===== config.mk =====
export PLATFORM = sky130hd
export DESIGN_NAME = three_class_priority_service_queue
export DESIGN_NICKNAME = d
export VERILOG_FILES = /design/src/tpsq_pkg.sv /design/src/tpsq_ctrl.sv /design/src/tpsq_datapath.sv /design/src/three_class_priority_service_queue.sv
export SDC_FILE = /design/constraint.sdc
export NUM_CORES = 1
export LEC_CHECK = 0
export BUFFER_PORTS_ARGS = -buffer_cell sky130_fd_sc_hd__buf_2
export CAP_MARGIN = 10
export CORE_ASPECT_RATIO = 2
export CORE_UTILIZATION = 55
export DETAILED_ROUTE_END_ITERATION = 10
export GPL_TIMING_DRIVEN = 0
export PLACE_DENSITY = 0.71
export SLEW_MARGIN = 20
export SYNTH_ARGS = -nofsm -noshare
export SYNTH_HDL_FRONTEND = slang
export SYNTH_HIERARCHICAL = 1
export SYNTH_SLANG_ARGS = --single-unit

===== constraint.sdc =====
create_clock -name clk -period 10.79 [get_ports clk]
set_input_delay 1.6185 -clock clk [delete_from_list [all_inputs] [get_ports clk]]
set_output_delay 1.6185 -clock clk [all_outputs]
set_load 0.01 [all_outputs]

===== src/tpsq_pkg.sv =====
// Package for the three-class priority service queue.
// Holds the shared types, codes and default sizes; used by every module of the block.
`default_nettype none

package tpsq_pkg;

  // Default sizes handed to the top-level parameters.
  localparam int DEF_FIFO_DEPTH = 16;
  localparam int DEF_KEY_BITS   = 7;
  localparam int DEF_TIME_BITS  = 10;

  // Configuration port.
  localparam int CFG_IDX_W  = 2;
  localparam int CFG_DATA_W = 16;
  localparam int SHIFT_W    = 16;
  // The tick counter stops one past the shift length, so it needs one more bit.
  localparam int TICK_W     = SHIFT_W + 1;

  localparam logic [CFG_IDX_W-1:0] REG_MIDDLE_THRESHOLD = 2'd0;
  localparam logic [CFG_IDX_W-1:0] REG_TOP_THRESHOLD    = 2'd1;
  localparam logic [CFG_IDX_W-1:0] REG_SHIFT_LENGTH     = 2'd2;

  localparam int MIDDLE_THRESHOLD_RESET = 60;
  localparam int TOP_THRESHOLD_RESET    = 80;
  localparam int SHIFT_LENGTH_RESET     = 180;

  // Request opcodes.
  localparam logic OP_ARRIVAL = 1'b0;
  localparam logic OP_TICK    = 1'b1;

  // Result status codes.
  localparam logic ST_SERVED  = 1'b0;
  localparam logic ST_DROPPED = 1'b1;

  localparam int NUM_CLASSES = 3;

  typedef enum logic [1:0] {
    CLS_REGULAR = 2'd0,
    CLS_MIDDLE  = 2'd1,
    CLS_TOP     = 2'd2
  } class_t;

  typedef enum logic [1:0] {
    S_IDLE,
    S_EXEC,
    S_SERVE
  } state_t;

  // Commands from the controller to the datapath.
  typedef struct packed {
    logic load_item;   // capture the accepted request
    logic push;        // write the arrival into its class FIFO
    logic load_drop;   // put a drop result into the output register
    logic pop_read;    // read the head of the highest non-empty class
    logic pop_commit;  // retire that head and put it into the output register
    logic tick_done;   // count the timer down and advance the tick counter
  } dp_cmd_t;

  // Status from the datapath to the controller.
  typedef struct packed {
    logic after_shift;
    logic is_tick;
    logic target_full;
    logic server_busy;
    logic any_queued;
    logic out_free;
  } dp_status_t;

endpackage

`default_nettype wire


===== src/tpsq_ctrl.sv =====
// Controller state machine of the three-class priority service queue.
// Depends on tpsq_pkg for the state, command and status types.
`default_nettype none

module tpsq_ctrl (
  input  wire logic                   clk,
  input  wire logic                   rst,
  input  wire logic                   in_valid,
  output logic                        in_stall,
  input  wire tpsq_pkg::dp_status_t   status,
  output tpsq_pkg::dp_cmd_t           cmd
);
  import tpsq_pkg::*;

  state_t state, state_next;

  always_ff @(posedge clk) begin
    if (rst) begin
      state <= S_IDLE;
    end else begin
      state <= state_next;
    end
  end

  always_comb begin
    state_next = state;
    cmd        = '0;
    in_stall   = 1'b1;
    unique case (state)
      S_IDLE: begin
        in_stall = 1'b0;
        if (in_valid) begin
          cmd.load_item = 1'b1;
          state_next    = S_EXEC;
        end
      end
      S_EXEC: begin
        priority if (status.after_shift) begin
          state_next = S_IDLE;
        end else if (!status.is_tick) begin
          // A drop has to wait until the output register can take it.
          if (!status.target_full) begin
            cmd.push   = 1'b1;
            state_next = S_IDLE;
          end else if (status.out_free) begin
            cmd.load_drop = 1'b1;
            state_next    = S_IDLE;
          end
        end else if (!status.server_busy && status.any_queued) begin
          cmd.pop_read = 1'b1;
          state_next   = S_SERVE;
        end else begin
          cmd.tick_done = 1'b1;
          state_next    = S_IDLE;
        end
      end
      S_SERVE: begin
        if (status.out_free) begin
          cmd.pop_commit = 1'b1;
          cmd.tick_done  = 1'b1;
          state_next     = S_IDLE;
        end
      end
      default: begin
        state_next = S_IDLE;
      end
    endcase
  end

endmodule

`default_nettype wire


===== src/tpsq_datapath.sv =====
// Datapath of the three-class priority service queue: class FIFOs, pointers,
// service timer, tick counter, configuration registers and output register.
// Depends on tpsq_pkg.
`default_nettype none

module tpsq_datapath #(
  parameter int FIFO_DEPTH = tpsq_pkg::DEF_FIFO_DEPTH,
  parameter int KEY_BITS   = tpsq_pkg::DEF_KEY_BITS,
  parameter int TIME_BITS  = tpsq_pkg::DEF_TIME_BITS
) (
  input  wire logic                            clk,
  input  wire logic                            rst,
  input  wire logic                            opcode,
  input  wire logic [KEY_BITS-1:0]             age,
  input  wire logic [TIME_BITS-1:0]            svc_time,
  input  wire logic                            out_stall,
  output logic                                 out_valid,
  output logic                                 status,
  output logic [KEY_BITS-1:0]                  served_age,
  output logic [TIME_BITS-1:0]                 served_time,
  output logic [1:0]                           served_class,
  input  wire logic                            cfg_we,
  input  wire logic [tpsq_pkg::CFG_IDX_W-1:0]  cfg_index,
  input  wire logic [tpsq_pkg::CFG_DATA_W-1:0] cfg_data,
  input  wire tpsq_pkg::dp_cmd_t               cmd,
  output tpsq_pkg::dp_status_t                 dp_status
);
  import tpsq_pkg::*;

  localparam int IDX_W   = $clog2(FIFO_DEPTH);
  localparam int CNT_W   = $clog2(FIFO_DEPTH + 1);
  localparam int SUM_W   = IDX_W + 1;
  localparam int ENTRY_W = KEY_BITS + TIME_BITS;

  // Configuration registers.
  logic [KEY_BITS-1:0] middle_threshold;
  logic [KEY_BITS-1:0] top_threshold;
  logic [SHIFT_W-1:0]  shift_length;

  always_ff @(posedge clk) begin
    if (rst) begin
      middle_threshold <= KEY_BITS'(MIDDLE_THRESHOLD_RESET);
      top_threshold    <= KEY_BITS'(TOP_THRESHOLD_RESET);
      shift_length     <= SHIFT_W'(SHIFT_LENGTH_RESET);
    end else if (cfg_we) begin
      unique case (cfg_index)
        REG_MIDDLE_THRESHOLD: middle_threshold <= cfg_data[KEY_BITS-1:0];
        REG_TOP_THRESHOLD:    top_threshold    <= cfg_data[KEY_BITS-1:0];
        REG_SHIFT_LENGTH:     shift_length     <= cfg_data[SHIFT_W-1:0];
        default: ;
      endcase
    end
  end

  // Captured request.
  logic                 item_op;
  logic [KEY_BITS-1:0]  item_age;
  logic [TIME_BITS-1:0] item_time;

  always_ff @(posedge clk) begin
    if (cmd.load_item) begin
      item_op   <= opcode;
      item_age  <= age;
      item_time <= svc_time;
    end
  end

  // The regular test is made first, so crossed thresholds still sort the same way.
  class_t target_cls;
  always_comb begin
    priority if (item_age < middle_threshold) begin
      target_cls = CLS_REGULAR;
    end else if (item_age < top_threshold) begin
      target_cls = CLS_MIDDLE;
    end else begin
      target_cls = CLS_TOP;
    end
  end

  // FIFO pointers, one head and fill count per class.
  logic [IDX_W-1:0] head  [NUM_CLASSES];
  logic [CNT_W-1:0] count [NUM_CLASSES];
  logic [IDX_W-1:0] tail_vec [NUM_CLASSES];
  logic [IDX_W-1:0] head_next_vec [NUM_CLASSES];
  logic [NUM_CLASSES-1:0] full_vec;
  logic [NUM_CLASSES-1:0] nonempty_vec;

  always_comb begin
    logic [SUM_W-1:0] sum;
    for (int c = 0; c < NUM_CLASSES; c++) begin
      sum = SUM_W'(head[c]) + SUM_W'(count[c]);
      tail_vec[c] = (sum >= SUM_W'(FIFO_DEPTH)) ? IDX_W'(sum - SUM_W'(FIFO_DEPTH))
                                                : IDX_W'(sum);
      head_next_vec[c] = (head[c] == IDX_W'(FIFO_DEPTH - 1)) ? '0
                                                             : head[c] + IDX_W'(1);
      full_vec[c]     = (count[c] == CNT_W'(FIFO_DEPTH));
      nonempty_vec[c] = (count[c] != '0);
    end
  end

  class_t serve_cls;
  always_comb begin
    priority if (nonempty_vec[CLS_TOP]) begin
      serve_cls = CLS_TOP;
    end else if (nonempty_vec[CLS_MIDDLE]) begin
      serve_cls = CLS_MIDDLE;
    end else begin
      serve_cls = CLS_REGULAR;
    end
  end

  class_t rd_cls;

  always_ff @(posedge clk) begin
    if (rst) begin
      for (int c = 0; c < NUM_CLASSES; c++) begin
        head[c]  <= '0;
        count[c] <= '0;
      end
    end else begin
      for (int c = 0; c < NUM_CLASSES; c++) begin
        if (cmd.push && target_cls == class_t'(c)) begin
          count[c] <= count[c] + CNT_W'(1);
        end else if (cmd.pop_commit && rd_cls == class_t'(c)) begin
          head[c]  <= head_next_vec[c];
          count[c] <= count[c] - CNT_W'(1);
        end
      end
    end
  end

  // Entry storage: one write and one registered read per cycle.
  logic [ENTRY_W-1:0] mem [NUM_CLASSES][FIFO_DEPTH];
  logic [ENTRY_W-1:0] rd_data;

  always_ff @(posedge clk) begin
    if (cmd.push) begin
      mem[target_cls][tail_vec[target_cls]] <= {item_age, item_time};
    end
    if (cmd.pop_read) begin
      rd_data <= mem[serve_cls][head[serve_cls]];
      rd_cls  <= serve_cls;
    end
  end

  logic [KEY_BITS-1:0]  rd_age;
  logic [TIME_BITS-1:0] rd_time;
  assign {rd_age, rd_time} = rd_data;

  // Service timer and tick counter.
  logic [TIME_BITS-1:0] busy_ticks_left;
  logic [TIME_BITS-1:0] busy_base;
  logic [TICK_W-1:0]    tick_count;

  // A newly served entry loads the timer, which then counts this tick at once.
  assign busy_base = cmd.pop_commit ? rd_time : busy_ticks_left;

  always_ff @(posedge clk) begin
    if (rst) begin
      busy_ticks_left <= '0;
      tick_count      <= '0;
    end else if (cmd.tick_done) begin
      busy_ticks_left <= (busy_base != '0) ? busy_base - TIME_BITS'(1) : '0;
      tick_count      <= tick_count + TICK_W'(1);
    end
  end

  // Output register.
  always_ff @(posedge clk) begin
    if (rst) begin
      out_valid <= 1'b0;
    end else if (cmd.load_drop || cmd.pop_commit) begin
      out_valid <= 1'b1;
    end else if (!out_stall) begin
      out_valid <= 1'b0;
    end
  end

  always_ff @(posedge clk) begin
    if (cmd.load_drop) begin
      status       <= ST_DROPPED;
      served_age   <= item_age;
      served_time  <= item_time;
      served_class <= target_cls;
    end else if (cmd.pop_commit) begin
      status       <= ST_SERVED;
      served_age   <= rd_age;
      served_time  <= rd_time;
      served_class <= rd_cls;
    end
  end

  always_comb begin
    dp_status.after_shift = (tick_count > TICK_W'(shift_length));
    dp_status.is_tick     = (item_op == OP_TICK);
    dp_status.target_full = full_vec[target_cls];
    dp_status.server_busy = (busy_ticks_left != '0);
    dp_status.any_queued  = |nonempty_vec;
    dp_status.out_free    = !out_valid || !out_stall;
  end

endmodule

`default_nettype wire


===== src/three_class_priority_service_queue.sv =====
// Top level of the three-class priority service queue: controller plus datapath.
// Depends on tpsq_pkg, tpsq_ctrl and tpsq_datapath.
//
//   channel   direction  handshake             contents
//   in        request    in_valid / in_stall   opcode, age, svc_time
//   out       result     out_valid / out_stall status, served_age, served_time, served_class
//   cfg       write      cfg_we                cfg_index, cfg_data
//
// An arrival, an ignored request and a tick that serves nothing pass through S_IDLE
// and S_EXEC; a tick that serves an entry also passes through S_SERVE, for the
// registered read of the entry store. A drop or a served entry waits in the controller
// while the output register still holds an unaccepted result.
// Reset is synchronous; all FIFOs come out empty, with no clearing pass.
`default_nettype none

module three_class_priority_service_queue #(
  parameter int FIFO_DEPTH = tpsq_pkg::DEF_FIFO_DEPTH,
  parameter int KEY_BITS   = tpsq_pkg::DEF_KEY_BITS,
  parameter int TIME_BITS  = tpsq_pkg::DEF_TIME_BITS
) (
  input  wire logic                            clk,
  input  wire logic                            rst,
  input  wire logic                            in_valid,
  output logic                                 in_stall,
  input  wire logic                            opcode,
  input  wire logic [KEY_BITS-1:0]             age,
  input  wire logic [TIME_BITS-1:0]            svc_time,
  output logic                                 out_valid,
  input  wire logic                            out_stall,
  output logic                                 status,
  output logic [KEY_BITS-1:0]                  served_age,
  output logic [TIME_BITS-1:0]                 served_time,
  output logic [1:0]                           served_class,
  input  wire logic                            cfg_we,
  input  wire logic [tpsq_pkg::CFG_IDX_W-1:0]  cfg_index,
  input  wire logic [tpsq_pkg::CFG_DATA_W-1:0] cfg_data
);
  import tpsq_pkg::*;

  dp_cmd_t    cmd;
  dp_status_t dp_status;

  tpsq_ctrl u_ctrl (
    .clk      (clk),
    .rst      (rst),
    .in_valid (in_valid),
    .in_stall (in_stall),
    .status   (dp_status),
    .cmd      (cmd)
  );

  tpsq_datapath #(
    .FIFO_DEPTH (FIFO_DEPTH),
    .KEY_BITS   (KEY_BITS),
    .TIME_BITS  (TIME_BITS)
  ) u_datapath (
    .clk          (clk),
    .rst          (rst),
    .opcode       (opcode),
    .age          (age),
    .svc_time     (svc_time),
    .out_stall    (out_stall),
    .out_valid    (out_valid),
    .status       (status),
    .served_age   (served_age),
    .served_time  (served_time),
    .served_class (served_class),
    .cfg_we       (cfg_we),
    .cfg_index    (cfg_index),
    .cfg_data     (cfg_data),
    .cmd          (cmd),
    .dp_status    (dp_status)
  );

  // Only one request is in flight at a time.
  a_one_in_flight: assert property (@(posedge clk) disable iff (rst)
    (in_valid && !in_stall) |=> in_stall)
    else $error("request accepted while another was in flight");

  a_push_not_full: assert property (@(posedge clk) disable iff (rst)
    cmd.push |-> !dp_status.target_full && !dp_status.after_shift)
    else $error("push into a full FIFO or after the shift");

  a_pop_when_idle: assert property (@(posedge clk) disable iff (rst)
    cmd.pop_read |-> dp_status.any_queued && !dp_status.server_busy)
    else $error("head read while the server is busy or all FIFOs are empty");

  a_no_overwrite: assert property (@(posedge clk) disable iff (rst)
    (cmd.load_drop || cmd.pop_commit) |-> dp_status.out_free)
    else $error("result loaded over an unaccepted result");

endmodule

`default_nettype wire

=== Yosys cells after proc, flatten, opt, wreduce, memory -nomap -nowiden ===
Memory sizes are Yosys's and may differ from the RTL's.
Index checks and enable logic that the tools add are counted.
Widths: inputs -> output; s select.

* Add/subtract/negate cells: 17
* Multiply operators: 0
* Divide/modulo/power cells: 0
* Magnitude comparators: 11
* Equal/unequal tests: 16
* Shift operators: 0
* Muxes and demuxes: 88
* Bitwise gates (word level): 12
* Reductions and logical operators: 27

{| class="wikitable"
|+ Operator list
! cell !! number
|-
| $mux 272 || 1
|-
| $bmux 17 s4 || 1
|-
| $demux 17 s4 || 1
|-
| $mux 17 || 3
|-
| $mux 4 || 11
|-
| $mux 1 || 40
|-
| $mux 10 || 4
|-
| $mux 5 || 6
|-
| $mux 2 || 13
|-
| $ge 5x5->1 const B || 5
|-
| $reduce_bool 10->1 || 2
|-
| $add 17x1->17 const B || 1
|-
| $gt 17x16->1 || 1
|-
| $add 4x5->5 || 3
|-
| $add 5x1->5 const B || 3
|-
| $eq 5x5->1 const B || 3
|-
| $reduce_bool 5->1 || 3
|-
| $sub 5x1->5 const B || 3
|-
| $lt 7x7->1 || 2
|-
| $mux 7 || 2
|-
| $add 4x1->4 const B || 3
|-
| $eq 4x4->1 const B || 3
|-
| $sub 4x1->4 const B || 3
|-
| $not 4->5 || 2
|-
| other kinds (22) || 52
|}

* Register bits after elaboration: 117
* Bits in latches: 0
* Bits in writable memories: 843
* Bits in read-only memories: 0
* Bits of input ports: 41
* Output and inout port bits: 22
* Word-level logic and storage cells: 190
* Memories kept: 3

{| class="wikitable"
|+ Memories
! memory !! words !! width !! rd ports !! clocked after memory_dff !! wr ports !! line !! text
|-
| u_datapath.mem || 3 || 272 || 1 || 0 || 1 || tpsq_datapath.sv:133 || <nowiki>logic [ENTRY_W-1:0] mem [NUM_CLASSES][FIFO_DEPTH];</nowiki>
|-
| u_datapath.count || 3 || 5 || 3 || 0 || 3 || tpsq_datapath.sv:82 || <nowiki>logic [CNT_W-1:0] count [NUM_CLASSES];</nowiki>
|-
| u_datapath.head || 3 || 4 || 4 || 0 || 3 || tpsq_datapath.sv:81 || <nowiki>logic [IDX_W-1:0] head [NUM_CLASSES];</nowiki>
|}

=== Longest topological paths before layout ===
Gate-level depths: netlist of run 1.

* Word-level depth: 15
* Depth in mapped cells: 21
* Mapped depth without buffers: 19

=== Cells and area by module ===
The synthesis of run 1 kept the hierarchy.

{| class="wikitable"
|+ Modules (own cells, without submodules)
! module !! instances !! cells an instance !! area an instance (µm²) !! seq. area each (µm²)
|-
| tpsq_datapath || 1 || 3079 || 40518.9 || 28177.0
|-
| tpsq_ctrl || 1 || 28 || 242.7 || 40.0
|}

=== Worst setup path after synthesis of run 1 ===
No wires, ideal clock.

* Kind: reg2reg
* Start: register u_datapath.item_age[1]
* End: memory u_datapath/mem[0][153] (netlist bit), enable pin
* Library setup time: 416 ps
* Data arrival time: 4718 ps
* Data required time: 10374 ps
* Slack: 5656 ps
* Cell stages (with the launch flop): 13
* Path buffers: 3
* Clock period less this slack: 5134 ps
* Cell sequence: edfxtp_1 ha_1 a211o_1 a21oi_1 o21ai_1 clkbuf_1 clkbuf_1 a21oi_1 a21oi_1 nor4b_1 clkbuf_1 nand4_1 nor3b_1

{| class="wikitable"
|+ RTL lines
! item !! line !! text
|-
| start: declaration || tpsq_datapath.sv:57 || <nowiki>logic [KEY_BITS-1:0] item_age;</nowiki>
|-
| start signal: assignment || tpsq_datapath.sv:63 || <nowiki>item_age <= age;</nowiki>
|-
| end: declaration || tpsq_datapath.sv:133 ||
|}

==> results of run 1 <==
metal layers:
layer	vias to the layer above	routed length, um	GRT usage, %
met3	420	9096	6.252
met4	6	11070	28.01
li1	12220	-	-
met5	-	37	0
met1	13780	39920	34.15
met2	1485	64200	57.78
cells by family (layout without fill, tap and decap cells):
| family | after synthesis | count (layout) | share of synthesized area [%] |
|---|---|---|---|
| and+or+nand+nor | 1026 | 1026 | 11.35 |
| DFF | 960 | 960 | 69.22 |
| AOI/OAI and AO/OA | 596 | 596 | 9.995 |
| buffers and inverters | 271 | 570 | 2.772 |
| muxes | 148 | 148 | 3.751 |
| adders and majority gates | 59 | 59 | 1.903 |
| xor gates and xnor gates | 47 | 47 | 1.010 |
state kept, by name (all words and copies together), names as in the netlist, 7 cells and up:
name / cells
u_datapath/mem: 816
u_datapath/rd_data: 17
u_datapath/tick_count: 17
u_datapath/shift_length: 16
u_datapath/count: 15
u_datapath/head: 12
u_datapath/busy_ticks_left: 10
u_datapath/item_time: 10
u_datapath/served_time: 10
u_datapath/item_age: 7
u_datapath/middle_threshold: 7
u_datapath/served_age: 7
u_datapath/top_threshold: 7
cells in the final DEF, fill, tap and decap left out, types with 51 or more instances in the layout:
cell type / synthesis / routed
clkbuf_1: 129 / 133
a21oi_1: 52 / 52
inv_1: 51 / 51
a31oi_1: 128 / 124
a211o_1: 60 / 60
nor2_1: 360 / 323
ha_1: 54 / 54
dfxtp_1: 61 / 61
clkbuf_16: 0 / 86
buf_2: 69 / 131
nand2_1: 290 / 290
mux2i_1: 110 / 110
edfxtp_1: 899 / 899
nand3_1: 233 / 233
o21ai_0: 152 / 152
path summary, 6_finish.rpt:
path / endpoint / slack, ps
worst min register to register: u_datapath/status / 450
worst min-delay path: u_datapath/status / 450
worst max-delay path: u_datapath/mem[0][68] / 4200
worst max register to register: u_datapath/mem[0][68] / 4200
cells in the mapped netlist (all sizes together), types with 15 or more instances:
| cell | number |
|---|---|
| xor2 | 23 |
| a211o | 60 |
| o21ai | 156 |
| and2 | 15 |
| clkbuf | 129 |
| inv | 52 |
| a31oi | 130 |
| a311oi | 36 |
| buf | 90 |
| dfxtp | 61 |
| a211oi | 17 |
| xnor2 | 24 |
| o211ai | 37 |
| mux2i | 110 |
| nand3 | 233 |
| o311ai | 17 |
| a32oi | 17 |
| a21o | 19 |
| a21oi | 52 |
| nand4b | 21 |
| nor2b | 18 |
| ha | 54 |
| mux2 | 38 |
| nor2 | 361 |
| nand2 | 290 |
| nand4 | 28 |
| edfxtp | 899 |
| a311o | 34 |
area by class of cell:
type / instances / area share [%]
sequential: 960 / 60.60
multi-input combinational: 1876 / 24.82
clock buffer: 91 / 4.684
timing repair buffer: 146 / 3.243
tap: 923 / 2.480
buffer: 219 / 2.007
clock inverter: 62 / 1.749
inverter: 52 / 0.4192
where the power goes:
group	leakage, uW	internal, uW	total, uW	switching [uW]
registers	0.00863	4110	4150	33.0
logic	0.00580	206	721	514
clock network	0.00144	1870	3260	1390
total	0.0159	6180	8130	1940
per-stage QoR:
step | util [%] | std cells
after floorplan | - | 3107
after detailed placement | 59.61 | 4173
final | 63.75 | 4329
after global routing | 63.75 | 4329
after CTS | 63.72 | 4326
after global placement | 57.81 | 4092
==> reports/metrics.yaml, run 1 <==
route:
  ant_nets: 0
  vias: 27910
  avgRoutedWirePerCell_um: 28.72
  drc: 0
  dr.pass1.iters: 8
  drtIter0Drc: 2517
  via_per_inst: 6.446
  drt_wl_total_um: 124300
placed_design:
  placed_area_um2: 43550
  pre_cts_slack_ps: 4351
  routabilityCongestion: 1.105
  io_buffers: 62
  hpwl_um: 92240
worst_hold_path:
  worstHoldStart: "u_datapath/status"
  hold_class: "register to register"
  hold_path_depth: 1
setup_path:
  ff2ff_path_depth: 16
  crit_family: "simple AND/OR/NAND/NOR gates"
  cp.arrival_ps: 6880
  path_buf_inv: 6
  slowest_stage: "nor2_2"
  path_max_fanout: 17
  worstPathRequired_ps: 11080
  crit_path_end_kind: "register"
  critPathLaunch: "u_datapath/item_age[2]"
  cp.depth: 16
  critPathLaunchType: "register"
  r2r_start: "u_datapath/item_age[2]"
  cpPeakStageDelay_ps: 890
  crit_type: "register to register"
  path_cells: "buf_8 > buf_8 > ha_1 > o21a_1 > a21oi_1 > o21ai_1 > clkbuf_1 > clkbuf_1 > a21oi_1 > a21oi_1 > nor4b_1 > clkbuf_1 > inv_1 > nor2_1 > a31oi_2 > nor2_2"
yosys:
  synth_top_cell_area_share_pct: 66.23
  seq_area_frac_synth_pct: 69.22
  syn_nets: 3207
  synth.largest_area_cell: "edfxtp_1"
  avgSynthCellArea_um2: 13.12
  yosysWarnings: 6
  syn_inst: 3107
  yosys-top-cells-area: "edfxtp_1, nor2_1, dfxtp_1"
  ys_types: 69
  synth-seq-cells: 960
  syn_area_um2: 40760
  synth_top_flop_cell: "edfxtp_1"
  async_flop_share_pct: 0
  synth-edff-count: 899
clocking:
  clkSlewWorstSetupHoldPaths_ps: 70
  cts_buffer_depth: 3
  cts_tree: "built"
  cts_resized: 0
  htree_num_levels: 3
  post_cts_buffers: 0
  cts_made_buffers: 82
  cts-hold-fix-buffers: 0
  clock_latency_ps: 690
  cts_root_buf: "clkbuf_16"
  cts.sinks: 960
cells_and_area:
  antenna_cells: 0
  areaGrowthSynthToFinish_pct: 14.23
  layout.nets: 3437
  seq_area_um2: 28220
  nFillCells: 5416
  multi_input_area_um2: 11560
  design_area_um2: 46560
  layout-drive-gt1-share_pct: 13.59
timing:
  fmaxAchievable_ghz: 0.1518
  final-hold-violation-count: 0
  rsz0062_at_grt: "false"
  fin_crit_sh_pct: 61.07
  setup_violations: 0
  min_period_ps: 6590
  tns_ps: 0
  maxSlewViolCount: 0
  holdWs_ps: 449.8
  worst_slew_pin_slew_ps: 1100
  slew_headroom_pct: 26.69
  fin_skew_ps: 25.64
  fin_ws_ps: 4200
floorplan:
  die_h_um: 387
  initial_core_util_pct: 55.80
  die_width_um: 194.5
  die_area_um2: 75270
  io_pins: 63
  core_um2: 73050
  rows: 140
power_and_ir_drop:
  ir_worst_vdd_mv: 0.1429
  total_power_uw: 8125
  power.density_nw_per_um2: 174.5
  leakagePower_uw: 0.01586
grt:
  overflow: 0
  grt_pass1_wl_um: 179000
  grtUsageTotal_pct: 33.13
  grt_max_degree: 24
  grt_pass1_vias: 28200
  antenna_found_initial: 3
outcome:
  status: "finished clean"
flow_run:
  cap_violations: 0
Power figures use the tool's default switching activity.
==> run 2: changes to the inputs <==
Clock period 10.79 ns to 6.12 ns, I/O delays scaled along.
==> run 2 against run 1 <==
Total power increased by 77%. Setup slack got worse by 4000 ps. Register-to-register slack worse by 4000 ps. Core utilization up 0.62 points. Global-route usage up 0.25 points. Design area is 0.97% higher. Hold slack lost 45 ps. First-iteration DRC count up 12%. Fmax grew 12%.
==> reports/metrics.yaml, run 2 (synthesis results as in run 1) <==
outcome:
  status: "finished clean"
worst_hold_path:
  hold_class: "input pin to register"
  holdPathEnd: "u_datapath/item_age[6]"
  worstHoldStart: "age[6]"
  hold_path_depth: 1  # unchanged
placed_design:
  routabilityCongestion: 1.105  # unchanged
  io_buffers: 62  # unchanged
  placed_cells: 4173  # unchanged
  hpwl_um: 92240  # unchanged
route:
  drtIter0Drc: 2830  # +12%
  avgRoutedWirePerCell_um: 28.84  # +0.43%
  via_per_inst: 6.461  # +0.22%
  vias: 28090  # +0.64%
  ant_nets: 0  # unchanged
  drc: 0  # unchanged
  drt_wl_total_um: 125400  # +0.85%
  dr.pass1.iters: 9  # +1
clocking:
  cts_root_buf: "clkbuf_16"
  clkSlewWorstSetupHoldPaths_ps: 70  # about the same
  cts_buffer_depth: 3  # unchanged
  htree_num_levels: 3  # unchanged
  cts-hold-fix-buffers: 0  # unchanged
  cts_tree: "built"
  cts_made_buffers: 82  # unchanged
  cts.sinks: 960  # unchanged
  clock_latency_ps: 690  # about the same
timing:
  min_period_ps: 5887  # -702.7 ps
  slew_headroom_pct: 22.42  # -4.3 points
  setup_violations: 0  # unchanged
  final-hold-violation-count: 0  # unchanged
  worst_slew_pin_slew_ps: 1160  # +60.38 ps
  fmaxAchievable_ghz: 0.1699  # +12%
  fin_skew_ps: 23.75  # -1.897 ps
  rsz0062_at_grt: "false"
  maxSlewViolCount: 0  # unchanged
  fin_crit_sh_pct: 96.19  # +35 points
floorplan:
  die_area_um2: 75270  # unchanged
  io_pins: 63  # unchanged
  rows: 140  # unchanged
  core_um2: 73050  # unchanged
  die_h_um: 387  # unchanged
  initial_core_util_pct: 55.80  # unchanged
  die_width_um: 194.5  # unchanged
setup_path:
  worstPathRequired_ps: 6420  # -4660 ps
  path_buf_inv: 4  # -2
  crit_family: "buffers and inverters"
  crit_type: "register to register"
  cpPeakStageDelay_ps: 780  # -110 ps
  rrSetupSlack_ps: 230  # -3970 ps
  cp.arrival_ps: 6190  # -690 ps
  crit_path_end_kind: "register"
  path_max_fanout: 19  # +2
  r2r_start: "u_datapath/item_age[4]"
  slowest_stage: "inv_1"
  path_cells: "buf_8 > ha_1 > a21o_1 > a21o_1 > a21oi_1 > o21ai_2 > buf_2 > nor3_1 > a31oi_1 > a21oi_1 > and4bb_2 > and2_1 > buf_1 > nor2_1 > inv_1"
  r2r_end: "u_datapath/served_age[3]"
  critPathLaunchType: "register"
  ff2ff_path_depth: 15  # -1
cells_and_area:
  layout.nets: 3454  # +0.49%
  areaGrowthSynthToFinish_pct: 15.34
  mostFrequentLayoutCells: "edfxtp_1, nor2_1, nand2_1, nand3_1, o21ai_0"
  stdcell_count: 4347  # +0.42%
  largest_register_ffs: 816  # unchanged
  layout-drive-gt1-share_pct: 14.14  # +0.55 points
  final_common_cell: "edfxtp_1"
grt:
  antenna_found_initial: 2  # -1
  grt_pass1_vias: 28360  # +0.56%
  grt_max_degree: 24  # unchanged
  overflow: 0  # unchanged
  grtUsageTotal_pct: 33.38  # +0.25 points
  grt_pass1_wl_um: 180300  # +0.69%
flow_run:
  cap_violations: 0  # unchanged
power_and_ir_drop:
  total_power_uw: 14350  # +77%
  ir_worst_vdd_mv: 0.2516  # +76%
  power.density_nw_per_um2: 305.2  # +75%
  leakagePower_uw: 0.01601  # +0.94%
[run 2: changes by cell type in the layout (fill, tap and decap cells not counted), sizes merged]
cell,before,now
buf,232,249
diode,0,1
[run 2: area by class of cell]
class	count	area [um2]
Fill cell	5348	26030
Clock buffer	91	2181
Inverter	52	195.2
Tap cell	923	1155
Clock inverter	62	814.5
Sequential cell	960	28220
Antenna cell	1	2.502
Timing Repair Buffer	163	1838
Multi-Input combinational cell	1876	11670
Buffer	219	935.9
[run 2: report_power, final]
group / switching, uW / internal [uW]
Combinational: 919 / 366
Sequential: 57.7 / 7250
Clock: 2470 / 3290
Total: 3440 / 10900
[run 2: worst reg2reg max path: stages (launching register included)]
cell and delay [ps]:
edfxtp_1 750, buf_8 250, ha_1 280, a21o_1 160
a21o_1 170, a21oi_1 160, o21ai_2 220, buf_2 300
nor3_1 570, a31oi_1 90, a21oi_1 370, and4bb_2 320
and2_1 220, buf_1 710, nor2_1 150, inv_1 780
[run 2: per-layer routing]
layer / vias up / wire length, um / track usage, %
li1: 12260 / - / -
met1: 13910 / 40480 / 34.57
met2: 1504 / 64070 / 57.79
met3: 414 / 9264 / 6.574
met4: 2 / 11550 / 28.31
met5: - / 9 / 0
[run 2: repair_timing]
item                       CTS  global route
pin swaps                   16             0
setup endpoints to repair  573           364
setup buffers               17             0
gates resized for setup     20             4
[run 2: worst max path at each step]
| stage | startpoint | endpoint | depth (start not counted) |
|---|---|---|---|
| floorplan | u_datapath/item_age[1] | u_datapath/mem[0][153] | 12 |
| global placement | u_datapath/item_age[1] | u_datapath/mem[1][153] | 13 |
| detailed placement | u_datapath/item_age[2] | u_datapath/mem[0][117] | 16 |
| CTS | u_datapath/item_age[2] | u_datapath/count[0][4] | 21 |
| global route | u_datapath/item_age[2] | u_datapath/count[0][4] | 21 |
| finish | u_datapath/item_age[4] | u_datapath/served_age[3] | 15 |
[run 2: metrics by stage]
step	setup TNS, ps	setup WS, ps	utilization, %	hold slack [ps]	cell area (um2)
after detailed placement	-90670	-319.1	59.61	434.3	43550
final	0	233.0	64.36	404.3	47010
after global routing	0	31.06	64.36	373.8	47010
after floorplan	0	985.7	-	436.3	40760
after global placement	-1614230	-2538	57.81	434.5	42230
after CTS	0	138.5	64.30	367.0	46970
